### config.mk
export PLATFORM = sky130hd
export DESIGN_NAME = chroma_key_opaque_run_extractor
export DESIGN_NICKNAME = d
export VERILOG_FILES = /design/src/hdl/ckore_pkg.sv /design/src/hdl/ckore_front.sv /design/src/hdl/ckore_queue.sv /design/src/hdl/ckore_back.sv /design/src/hdl/chroma_key_opaque_run_extractor.sv
export SDC_FILE = /design/constraint.sdc
export NUM_CORES = 1
export LEC_CHECK = 0
export ABC_AREA = 1
export BUFFER_PORTS_ARGS = -buffer_cell sky130_fd_sc_hd__buf_2
export CELL_PAD_IN_SITES_DETAIL_PLACEMENT = 2
export CELL_PAD_IN_SITES_GLOBAL_PLACEMENT = 2
export CORE_MARGIN = 1.5
export CORE_UTILIZATION = 33
export CTS_BUF_LIST = sky130_fd_sc_hd__clkbuf_2
export CTS_CLUSTER_DIAMETER = 120
export DETAILED_ROUTE_END_ITERATION = 6
export PLACE_DENSITY = 0.79
export REMOVE_ABC_BUFFERS = 1
export SLEW_MARGIN = 20
export SYNTH_ARGS = -nofsm -noshare
export SYNTH_HDL_FRONTEND = slang
export SYNTH_HIERARCHICAL = 1
export SYNTH_SLANG_ARGS = --single-unit
### constraint.sdc
create_clock -name clock -period 3.8 [get_ports clock]
set_input_delay 0.57 -clock clock [delete_from_list [all_inputs] [get_ports clock]]
set_output_delay 0.57 -clock clock [all_outputs]
set_load 0.02 [all_outputs]
### src/hdl/ckore_pkg.sv
// ----------------------------------------------------------------------------
// ckore_pkg
// shared types and constants of the chroma key opaque run extractor
// ----------------------------------------------------------------------------
package ckore_pkg;

   localparam int COORD_W    = 12;
   localparam int WIDTH_W    = 13;
   localparam int STEP_W     = 5;
   localparam int BYTE_W     = 8;
   localparam int MAX_SIDE   = 4096;
   localparam int SAT_W      = 17;
   localparam int CSR_ADDR_W = 5;
   localparam int CSR_DATA_W = 32;
   localparam int QUEUE_DEPTH = 4;
   localparam int QPTR_W     = $clog2(QUEUE_DEPTH);
   localparam int QCNT_W     = $clog2(QUEUE_DEPTH + 1);

   // register index, byte address = 4 * index
   typedef enum logic [2:0] {
      REG_GREEN_MIN   = 3'd0,
      REG_RED_MAX     = 3'd1,
      REG_BLUE_MAX    = 3'd2,
      REG_IMAGE_WIDTH = 3'd3,
      REG_ROW_STEP    = 3'd4
   } reg_index_type;

   localparam logic [BYTE_W-1:0]  GREEN_MIN_RESET   = 8'd153;
   localparam logic [BYTE_W-1:0]  RED_MAX_RESET     = 8'd89;
   localparam logic [BYTE_W-1:0]  BLUE_MAX_RESET    = 8'd89;
   localparam logic [WIDTH_W-1:0] IMAGE_WIDTH_RESET = 13'd4096;
   localparam logic [STEP_W-1:0]  ROW_STEP_RESET    = 5'd2;

   typedef struct packed {
      logic [BYTE_W-1:0]  green_min;
      logic [BYTE_W-1:0]  red_max;
      logic [BYTE_W-1:0]  blue_max;
      logic [WIDTH_W-1:0] image_width;
      logic [STEP_W-1:0]  row_step;
   } cfg_type;

   // one closed run handed from front to back
   typedef struct packed {
      logic [COORD_W-1:0] start;
      logic [COORD_W-1:0] row;
      logic [COORD_W-1:0] end_x;
      logic               flush;
   } cmd_type;

endpackage

### src/hdl/ckore_front.sv
// ----------------------------------------------------------------------------
// ckore_front
// classifies each pixel as key or opaque and tracks the open run
// ----------------------------------------------------------------------------
module ckore_front (
   input  logic                     clock,
   input  logic                     reset,
   input  ckore_pkg::cfg_type       cfg,
   input  logic                     req_valid,
   output logic                     req_ready,
   input  logic [11:0]              req_pixel_x,
   input  logic [11:0]              req_pixel_y,
   input  logic [7:0]               req_red,
   input  logic [7:0]               req_green,
   input  logic [7:0]               req_blue,
   input  logic                     req_row_end,
   input  logic                     q_full,
   output logic                     q_push,
   output ckore_pkg::cmd_type       q_cmd
);
   import ckore_pkg::*;

   logic               run_open_ff, run_open_in;
   logic [COORD_W-1:0] run_start_ff, run_start_in;
   logic               is_key;
   logic               accept;
   logic               emit;

   assign req_ready = !q_full;
   assign accept    = req_valid && req_ready;
   assign is_key    = (req_green >= cfg.green_min) && (req_red <= cfg.red_max)
                      && (req_blue <= cfg.blue_max);

   always_comb begin
      run_open_in  = run_open_ff;
      run_start_in = run_start_ff;
      emit         = 1'b0;
      q_cmd.row    = req_pixel_y;
      q_cmd.end_x  = req_pixel_x;
      q_cmd.flush  = !is_key;
      q_cmd.start  = run_open_ff ? run_start_ff : req_pixel_x;
      if (accept) begin
         if (is_key) begin
            emit        = run_open_ff;
            run_open_in = 1'b0;
         end else begin
            // opaque pixel opens a run if none is open
            if (!run_open_ff) begin
               run_start_in = req_pixel_x;
            end
            run_open_in = 1'b1;
            emit        = req_row_end;
         end
         if (req_row_end) begin
            run_open_in = 1'b0;
         end
      end
   end

   assign q_push = emit;

   always_ff @(posedge clock) begin
      if (reset) begin
         run_open_ff  <= 1'b0;
         run_start_ff <= '0;
      end else begin
         run_open_ff  <= run_open_in;
         run_start_ff <= run_start_in;
      end
   end

endmodule

### src/hdl/ckore_queue.sv
// ----------------------------------------------------------------------------
// ckore_queue
// short first-in first-out queue of closed runs
// ----------------------------------------------------------------------------
module ckore_queue (
   input  logic               clock,
   input  logic               reset,
   input  logic               push,
   input  ckore_pkg::cmd_type push_cmd,
   input  logic               pop,
   output ckore_pkg::cmd_type pop_cmd,
   output logic               empty,
   output logic               full
);
   import ckore_pkg::*;

   cmd_type            slot_ff [QUEUE_DEPTH];
   logic [QPTR_W-1:0]  wr_ptr_ff, wr_ptr_in;
   logic [QPTR_W-1:0]  rd_ptr_ff, rd_ptr_in;
   logic [QCNT_W-1:0]  count_ff, count_in;
   logic               do_push, do_pop;

   assign empty   = (count_ff == '0);
   assign full    = (count_ff == QCNT_W'(QUEUE_DEPTH));
   assign do_push = push && !full;
   assign do_pop  = pop && !empty;
   assign pop_cmd = slot_ff[rd_ptr_ff];

   always_comb begin
      wr_ptr_in = do_push ? wr_ptr_ff + 1'b1 : wr_ptr_ff;
      rd_ptr_in = do_pop ? rd_ptr_ff + 1'b1 : rd_ptr_ff;
      count_in  = count_ff;
      if (do_push && !do_pop) begin
         count_in = count_ff + 1'b1;
      end else if (do_pop && !do_push) begin
         count_in = count_ff - 1'b1;
      end
   end

   always_ff @(posedge clock) begin
      if (do_push) begin
         slot_ff[wr_ptr_ff] <= push_cmd;
      end
   end

   always_ff @(posedge clock) begin
      if (reset) begin
         wr_ptr_ff <= '0;
         rd_ptr_ff <= '0;
         count_ff  <= '0;
      end else begin
         wr_ptr_ff <= wr_ptr_in;
         rd_ptr_ff <= rd_ptr_in;
         count_ff  <= count_in;
      end
   end

endmodule

### src/hdl/ckore_back.sv
// ----------------------------------------------------------------------------
// ckore_back
// turns a closed run into a rectangle and holds it in the output register
// ----------------------------------------------------------------------------
module ckore_back (
   input  logic               clock,
   input  logic               reset,
   input  ckore_pkg::cfg_type cfg,
   input  logic               q_empty,
   input  ckore_pkg::cmd_type q_cmd,
   output logic               q_pop,
   output logic               rsp_valid,
   input  logic               rsp_ready,
   output logic [11:0]        rsp_rect_x,
   output logic [11:0]        rsp_rect_y,
   output logic [12:0]        rsp_rect_width,
   output logic [4:0]         rsp_rect_height
);
   import ckore_pkg::*;

   logic               valid_ff, valid_in;
   logic [COORD_W-1:0] rect_x_ff;
   logic [COORD_W-1:0] rect_y_ff;
   logic [WIDTH_W-1:0] rect_width_ff, rect_width_in;
   logic [STEP_W-1:0]  rect_height_ff;
   logic [SAT_W-1:0]   width_sat;
   logic [WIDTH_W-1:0] end_pos;

   assign q_pop = !q_empty && (!valid_ff || rsp_ready);

   always_comb begin
      // image width clipped to the largest side
      width_sat = ({{(SAT_W-WIDTH_W){1'b0}}, cfg.image_width} > SAT_W'(MAX_SIDE))
                  ? SAT_W'(MAX_SIDE)
                  : {{(SAT_W-WIDTH_W){1'b0}}, cfg.image_width};
      end_pos   = q_cmd.flush ? width_sat[WIDTH_W-1:0] : {1'b0, q_cmd.end_x};
      rect_width_in = end_pos - {1'b0, q_cmd.start};
      valid_in  = q_pop ? 1'b1 : (rsp_ready ? 1'b0 : valid_ff);
   end

   always_ff @(posedge clock) begin
      if (q_pop) begin
         rect_x_ff      <= q_cmd.start;
         rect_y_ff      <= q_cmd.row;
         rect_width_ff  <= rect_width_in;
         rect_height_ff <= cfg.row_step;
      end
   end

   always_ff @(posedge clock) begin
      if (reset) begin
         valid_ff <= 1'b0;
      end else begin
         valid_ff <= valid_in;
      end
   end

   assign rsp_valid       = valid_ff;
   assign rsp_rect_x      = rect_x_ff;
   assign rsp_rect_y      = rect_y_ff;
   assign rsp_rect_width  = rect_width_ff;
   assign rsp_rect_height = rect_height_ff;

endmodule

### src/hdl/chroma_key_opaque_run_extractor.sv
// ----------------------------------------------------------------------------
// chroma_key_opaque_run_extractor
// finds runs of non-key pixels in a sampled raster and reports rectangles
// ----------------------------------------------------------------------------
// usage:
//  - req channel: one sampled pixel per word (column, row, rgb, row end mark),
//    valid/ready; a word is taken every clock while the run queue has room
//  - rsp channel: one rectangle word (x, y, width, height) per closed run
//  - csr port: apb-style, registers at byte offsets 0,4,8,12,16 for green_min,
//    red_max, blue_max, image_width, row_step; pready is tied high
//  - a closed run is written to a queue slot, then to the output register, and
//    shows on rsp from there; one pixel per clock while the queue has room
//  - the front keeps the run state and writes closed runs into a four-entry
//    queue; the back computes widths into the output register
//  - when the receiver stalls the output register holds, the queue fills and
//    req_ready drops only once all four entries are taken
//  - reset clears the run state, the queue and the output valid, and loads
//    the register defaults
// ----------------------------------------------------------------------------
module chroma_key_opaque_run_extractor (
   input  logic        clock,
   input  logic        reset,
   // pixel input
   input  logic        req_valid,
   output logic        req_ready,
   input  logic [11:0] req_pixel_x,
   input  logic [11:0] req_pixel_y,
   input  logic [7:0]  req_red,
   input  logic [7:0]  req_green,
   input  logic [7:0]  req_blue,
   input  logic        req_row_end,
   // rectangle output
   output logic        rsp_valid,
   input  logic        rsp_ready,
   output logic [11:0] rsp_rect_x,
   output logic [11:0] rsp_rect_y,
   output logic [12:0] rsp_rect_width,
   output logic [4:0]  rsp_rect_height,
   // register port
   input  logic        csr_psel,
   input  logic        csr_penable,
   input  logic        csr_pwrite,
   input  logic [4:0]  csr_paddr,
   input  logic [31:0] csr_pwdata,
   output logic [31:0] csr_prdata,
   output logic        csr_pready
);
   import ckore_pkg::*;

   cfg_type       cfg_ff, cfg_in;
   reg_index_type csr_index;
   logic          csr_write;
   logic          q_push, q_pop, q_empty, q_full;
   cmd_type       push_cmd, pop_cmd;

   // register file
   assign csr_pready = 1'b1;
   assign csr_write  = csr_psel && csr_penable && csr_pwrite && csr_pready;
   assign csr_index  = reg_index_type'(csr_paddr[4:2]);

   always_comb begin
      cfg_in = cfg_ff;
      if (csr_write) begin
         case (csr_index)
            REG_GREEN_MIN:   cfg_in.green_min   = csr_pwdata[BYTE_W-1:0];
            REG_RED_MAX:     cfg_in.red_max     = csr_pwdata[BYTE_W-1:0];
            REG_BLUE_MAX:    cfg_in.blue_max    = csr_pwdata[BYTE_W-1:0];
            REG_IMAGE_WIDTH: cfg_in.image_width = csr_pwdata[WIDTH_W-1:0];
            REG_ROW_STEP:    cfg_in.row_step    = csr_pwdata[STEP_W-1:0];
            default:         cfg_in = cfg_ff;
         endcase
      end
   end

   always_comb begin
      case (csr_index)
         REG_GREEN_MIN:   csr_prdata = {{(CSR_DATA_W-BYTE_W){1'b0}}, cfg_ff.green_min};
         REG_RED_MAX:     csr_prdata = {{(CSR_DATA_W-BYTE_W){1'b0}}, cfg_ff.red_max};
         REG_BLUE_MAX:    csr_prdata = {{(CSR_DATA_W-BYTE_W){1'b0}}, cfg_ff.blue_max};
         REG_IMAGE_WIDTH: csr_prdata = {{(CSR_DATA_W-WIDTH_W){1'b0}}, cfg_ff.image_width};
         REG_ROW_STEP:    csr_prdata = {{(CSR_DATA_W-STEP_W){1'b0}}, cfg_ff.row_step};
         default:         csr_prdata = '0;
      endcase
   end

   always_ff @(posedge clock) begin
      if (reset) begin
         cfg_ff.green_min   <= GREEN_MIN_RESET;
         cfg_ff.red_max     <= RED_MAX_RESET;
         cfg_ff.blue_max    <= BLUE_MAX_RESET;
         cfg_ff.image_width <= IMAGE_WIDTH_RESET;
         cfg_ff.row_step    <= ROW_STEP_RESET;
      end else begin
         cfg_ff <= cfg_in;
      end
   end

   // front: classify and track the open run
   ckore_front u_front (
      .clock       (clock),
      .reset       (reset),
      .cfg         (cfg_ff),
      .req_valid   (req_valid),
      .req_ready   (req_ready),
      .req_pixel_x (req_pixel_x),
      .req_pixel_y (req_pixel_y),
      .req_red     (req_red),
      .req_green   (req_green),
      .req_blue    (req_blue),
      .req_row_end (req_row_end),
      .q_full      (q_full),
      .q_push      (q_push),
      .q_cmd       (push_cmd)
   );

   // closed runs waiting for the back end
   ckore_queue u_queue (
      .clock    (clock),
      .reset    (reset),
      .push     (q_push),
      .push_cmd (push_cmd),
      .pop      (q_pop),
      .pop_cmd  (pop_cmd),
      .empty    (q_empty),
      .full     (q_full)
   );

   // back: width arithmetic and output register
   ckore_back u_back (
      .clock           (clock),
      .reset           (reset),
      .cfg             (cfg_ff),
      .q_empty         (q_empty),
      .q_cmd           (pop_cmd),
      .q_pop           (q_pop),
      .rsp_valid       (rsp_valid),
      .rsp_ready       (rsp_ready),
      .rsp_rect_x      (rsp_rect_x),
      .rsp_rect_y      (rsp_rect_y),
      .rsp_rect_width  (rsp_rect_width),
      .rsp_rect_height (rsp_rect_height)
   );

endmodule
# After elaboration in Yosys (flattened, before gate mapping)
# Memories as Yosys holds them, arrays and structs flattened. A register that Yosys moved wholly into a read port is not among the register bits.
# Cells that the tools add are included.
# classes
add_sub_neg,5
multipliers,0
div,0
n_lt_le_gt_ge,4
n_eq_ne,5
shifts,0
mux,16
bitwise,1
reduce_logical,27
# ops
operator,n
$pmux W13 S5,1
$mux W13,2
$le A8 B8 Y1,2
$gt A13 B13 Y1 const B,1
$sub A13 B12 Y13,1
$mux W12,1
$reduce_and A2 Y1,6
$logic_and A1 B1 Y1,10
$ge A8 B8 Y1,1
$mux W1,8
$eq A3 B2 Y1 const B,2
$eq A3 B3 Y1 const B,2
$logic_not A1 Y1,6
$logic_not A3 Y1,2
$mux W3,2
$add A2 B1 Y2 const B,2
$mux W2,2
$reduce_bool A2 Y1,2
$add A3 B1 Y3 const B,1
$eq A3 B1 Y1 const B,1
$sub A3 B1 Y3 const B,1
$logic_or A1 B1 Y1,1
$not A1 Y1,1
# totals
regBits,105
latch_bits,0
ramBits,148
romBits,0
in_bits,93
elab_cells,74
memories,1
# memory_table
memory,words,width,read_ports,rd_ports_with_merged_regs,write_ports,line,text
u_queue.slot_ff,4,37,1,1,1,ckore_queue.sv:17,cmd_type slot_ff [QUEUE_DEPTH];

# Logic depth before layout (Yosys ltp)
# logic_depth
ltp_word,10
mapped_depth,25
depth_no_buf,25

# By module
# Netlist, hierarchy kept.
# by_module_without_submodules
module,n_inst,cells_per_inst,area_per_inst_um2,seq_area_each_um2
ckore_queue,1,428,5975.7,4624.4
ckore_back,1,267,2337.2,1281.2
chroma_key_opaque_run_extractor,1,358,2279.7,840.8
ckore_front,1,258,1671.6,260.2

# Worst setup path before layout
# Ideal clock, no wire load.
# synth_timing
path_kind,reg-to-reg
startpoint,reg u_queue.count_ff[0]
endpoint,reg u_queue.count_ff[1]
arrival_ps,4058
required_time_ps,3684
path_slack_ps,-374
path_stages_with_launch,11
cell_sequence,dfxtp_1 > nor2_1 > nand2_1 > inv_1 > a21oi_1 > nand2_1 > ha_1 > inv_1 > fa_1 > o21ai_0 > nor2_1
# synth_via
word_cells_on_any_way,18
cone_classes,2 x add/sub; 1 x eq/ne; 3 x mux; 12 x reduce/logical
# synth_rtl
element,line,text
"start, declared",ckore_queue.sv:20,"logic [QCNT_W-1:0] count_ff, count_in;"
"start signal, assigned",ckore_queue.sv:54,count_ff <= count_in;
$logic_not A3 Y1,ckore_queue.sv:23,assign empty = (count_ff == '0);
via q_empty,chroma_key_opaque_run_extractor.sv:53,"logic q_push, q_pop, q_empty, q_full;"
$logic_not A1 Y1,ckore_back.sv:29,assign q_pop = !q_empty && (!valid_ff || rsp_ready);
$logic_and A1 B1 Y1,ckore_back.sv:29,
via q_pop,chroma_key_opaque_run_extractor.sv:53,
$logic_and A1 B1 Y1,ckore_queue.sv:26,assign do_pop = pop && !empty;
$logic_not A1 Y1,ckore_queue.sv:33,if (do_push && !do_pop) begin
$logic_and A1 B1 Y1,ckore_queue.sv:33,
$mux W3,ckore_queue.sv:33,
via u_queue.count_in[1],ckore_queue.sv:20,
# The timed path passes the listed nets, and every way through them passes these cells. The select of a mux whose other input is x is not followed.
# A chain may end at the register's enable or synchronous reset.

==> metrics.yaml <==
antenna_found_initial: 2
hold_class: "in -> reg"
port_buffers: 128
crit_type: "reg -> reg"
final_cell_mix: "276 x nand2_1, 195 x nor2_1, 190 x edfxtp_1"
cts_buffer_depth: 3
setup_viol: 0
clk_pin_slew_ns: 0.11
fillers: 4105
max_freq_mhz: 305
wl_per_cell_microns: 18.1
maxCapViolCount: 0
finalNetCount: 1640
root_buffer: "clkbuf_2"
drtIter0Drc: 296
hold_ws_ns: 0.133
crit_fanout: 29
endpoint_kind: "register"
maxSlewViolCount: 0
irDropWorstVdd_uv: 1060
max_slew_margin: 0.521
power_density_mw_per_mm2: 645
period_needed_ns: 3.27
cts_tree: "yes"
cts.sinks: 255
area_growth_pct: 15.8
reg2reg_to: "u_back/rsp_rect_width[9]$_DFFE_PP_"
ff2ff_path_depth: 14
vias_per_cell: 4.76
hpwl_microns: 25300
skew_ns: 0.0621
ys_top_cells_by_area: "edfxtp_1 47%, dfxtp_1 11%, nand2_1 8.4%, nor2_1 6.1%, inv_1 5.2%"
syn-instance-count: 1311
drc: 0
pre_cts_ws_ns: 0.420
gp_congestion: 0.796
hold_violations: 0
fin_crit_sh: 0.862
wirelength_microns: 36600
cts_setup_buffers: 0
synth_top_area_cell: "edfxtp_1"
yosysWarnings: 6
holdPathEnd: "cfg_ff[18]$_SDFFE_PP1P_"
drive_gt1_frac: 0.201
rrSetupSlack_ns: 0.53
holdPathStages: 3
grt_pass1_vias: 10800
ys_types: 34
netlist_area_sq_mm: 0.0123
grt-ovfl-total: 0
first_pass_iters: 6
ys_seq_area_frac: 0.571
leakage_nw: 6.36
synth_top_area_share: 0.465
layout_commonest_cell: "nand2_1"
cp-start-kind: "register"
worstHoldStart: "csr_pwdata[0]"
num_rows: 70
run_status: "finished clean"
grt_pass1_wl_microns: 57800
track_usage: 0.195
grt_max_degree: 45
synth_seq_cells: 255
setup_ws_ns: 0.525
coreArea_sq_mm: 0.0366
insertion_delay_ns: 0.81
ant_nets: 0
htreeDepth: 3
dr_total_vias: 9654
arrival_ns: 3.79
worst_pin_slew_ns: 0.719
syn_area_per_cell_sq_um: 9.35
io_pins: 170
start_util: 0.335
rsz0062_at_grt: "no"
cts_buffers: 71
dieArea_sq_mm: 0.0383
worstPathRequired_ns: 4.31
die_h_microns: 196
die_w_microns: 196
-- cell type report --
cell class              count  area [sq um]  share of cell area
flip-flops and latches    255          7010               0.493
multi-input cells         814          4100               0.288
repair buffers            188          1180              0.0833
inverters                 174           653              0.0460
well taps                 468           586              0.0412
clock buffers             113           566              0.0398
clock inverters            14           108             0.00758
diodes                      1          2.50            0.000176
-- critical path, cell delays in order (launching register included) --
cell and delay, ns:
dfxtp_2 0.63, buf_4 0.40, buf_4 0.36, o21ai_0 0.17, o22ai_1 0.35, inv_1 0.10
ha_1 0.39, nand2_1 0.13, nand2_1 0.06, nand2_1 0.06, nand2_1 0.05, nand2_1 0.07
nand3_1 0.07, nand2_1 0.07, nand2_1 0.08
-- Yosys cell counts, drive strengths merged --
cell and count:
o21ai 90, o22ai 37, a21oi 34, a21o 2, edfxtp 190, dfxtp 65, inv 172, o21a 1
xor2 7, clkbuf 14, fa 2, nand3b 1, ha 41, nand4 9, conb 2, nand2 280
nor2 213, clkinv 2, buf 72, nand3 77
-- flip-flops by register name, summed over array words and instances (netlist names), named ones only --
register and count:
u_back/rsp_rect_x 12, u_back/rsp_rect_width 13, u_front/run_start_ff 12, u_queue/rd_ptr_ff 2, u_back/rsp_rect_height 5, u_back/rsp_rect_y 12
u_queue/slot_ff 148, u_back/rsp_valid 1, u_queue/count_ff 3, cfg_ff 42, u_front/run_open_ff 1, u_queue/wr_ptr_ff 2
-- kinds of logic (layout without fill, tap and decap cells) --
family	Yosys count	after routing	synth area share
flops	255	255	0.571
compound gates	164	164	0.0722
simple gates	580	580	0.202
buf+inv	260	489	0.103
xor+xnor	7	7	0.00500
fa+ha+maj	43	43	0.0451
other cells	2	21	0.000612
-- through the flow --
| step | TNS, ns | instance area (sq um) | power (mW) | util | std cells |
|---|---|---|---|---|---|
| 2_1_floorplan | -34.16 | 11700 | 5.87 | - | 1243 |
| 3_3_place_gp | 0 | 13200 | 6.97 | 0.359 | 1862 |
| 3_5_place_dp | 0 | 13200 | 7.16 | 0.359 | 1862 |
| 4_1_cts | 0 | 14200 | 9.34 | 0.388 | 2026 |
| 5_1_grt | 0 | 14200 | 9.87 | 0.388 | 2027 |
| 6_report | 0 | 14200 | 9.16 | 0.388 | 2027 |
-- metal layers --
metal | global-route usage | wire length (microns) | up-vias
met5 | 0 | 12 | -
li1 | - | - | 4662
met1 | 0.231 | 15800 | 4765
met4 | 0.0578 | 486 | 2
met2 | 0.355 | 18900 | 189
met3 | 0.0397 | 1450 | 36
-- how the worst max path moves through the flow --
stage                           start                                  end  slack [ns]  cells after the start
after floorplan              register   u_back/rsp_rect_width[8]$_DFFE_PP_       -0.60                     14
after global placement    req_blue[7]     u_queue/count_ff[2]$_SDFFE_PP0P_        0.60                     21
after detailed placement  req_blue[7]     u_queue/count_ff[2]$_SDFFE_PP0P_        0.42                     21
after CTS                    register   u_back/rsp_rect_width[9]$_DFFE_PP_        0.45                     14
after global routing         register  u_back/rsp_rect_width[11]$_DFFE_PP_        0.19                     12
final                        register   u_back/rsp_rect_width[9]$_DFFE_PP_        0.53                     14
-- timing repair --
item / 4_1_cts / 5_1_grt
gates resized for setup: 0 / 0
hold buffers: 37 / 0
hold endpoints to repair: 110 / 0
-- where the power goes --
part	internal, mW	switching [mW]
clock network	0.912	1.16
registers	3.62	0.174
logic	0.966	2.33
total	5.50	3.67
Power figures use the tool's default switching activity.
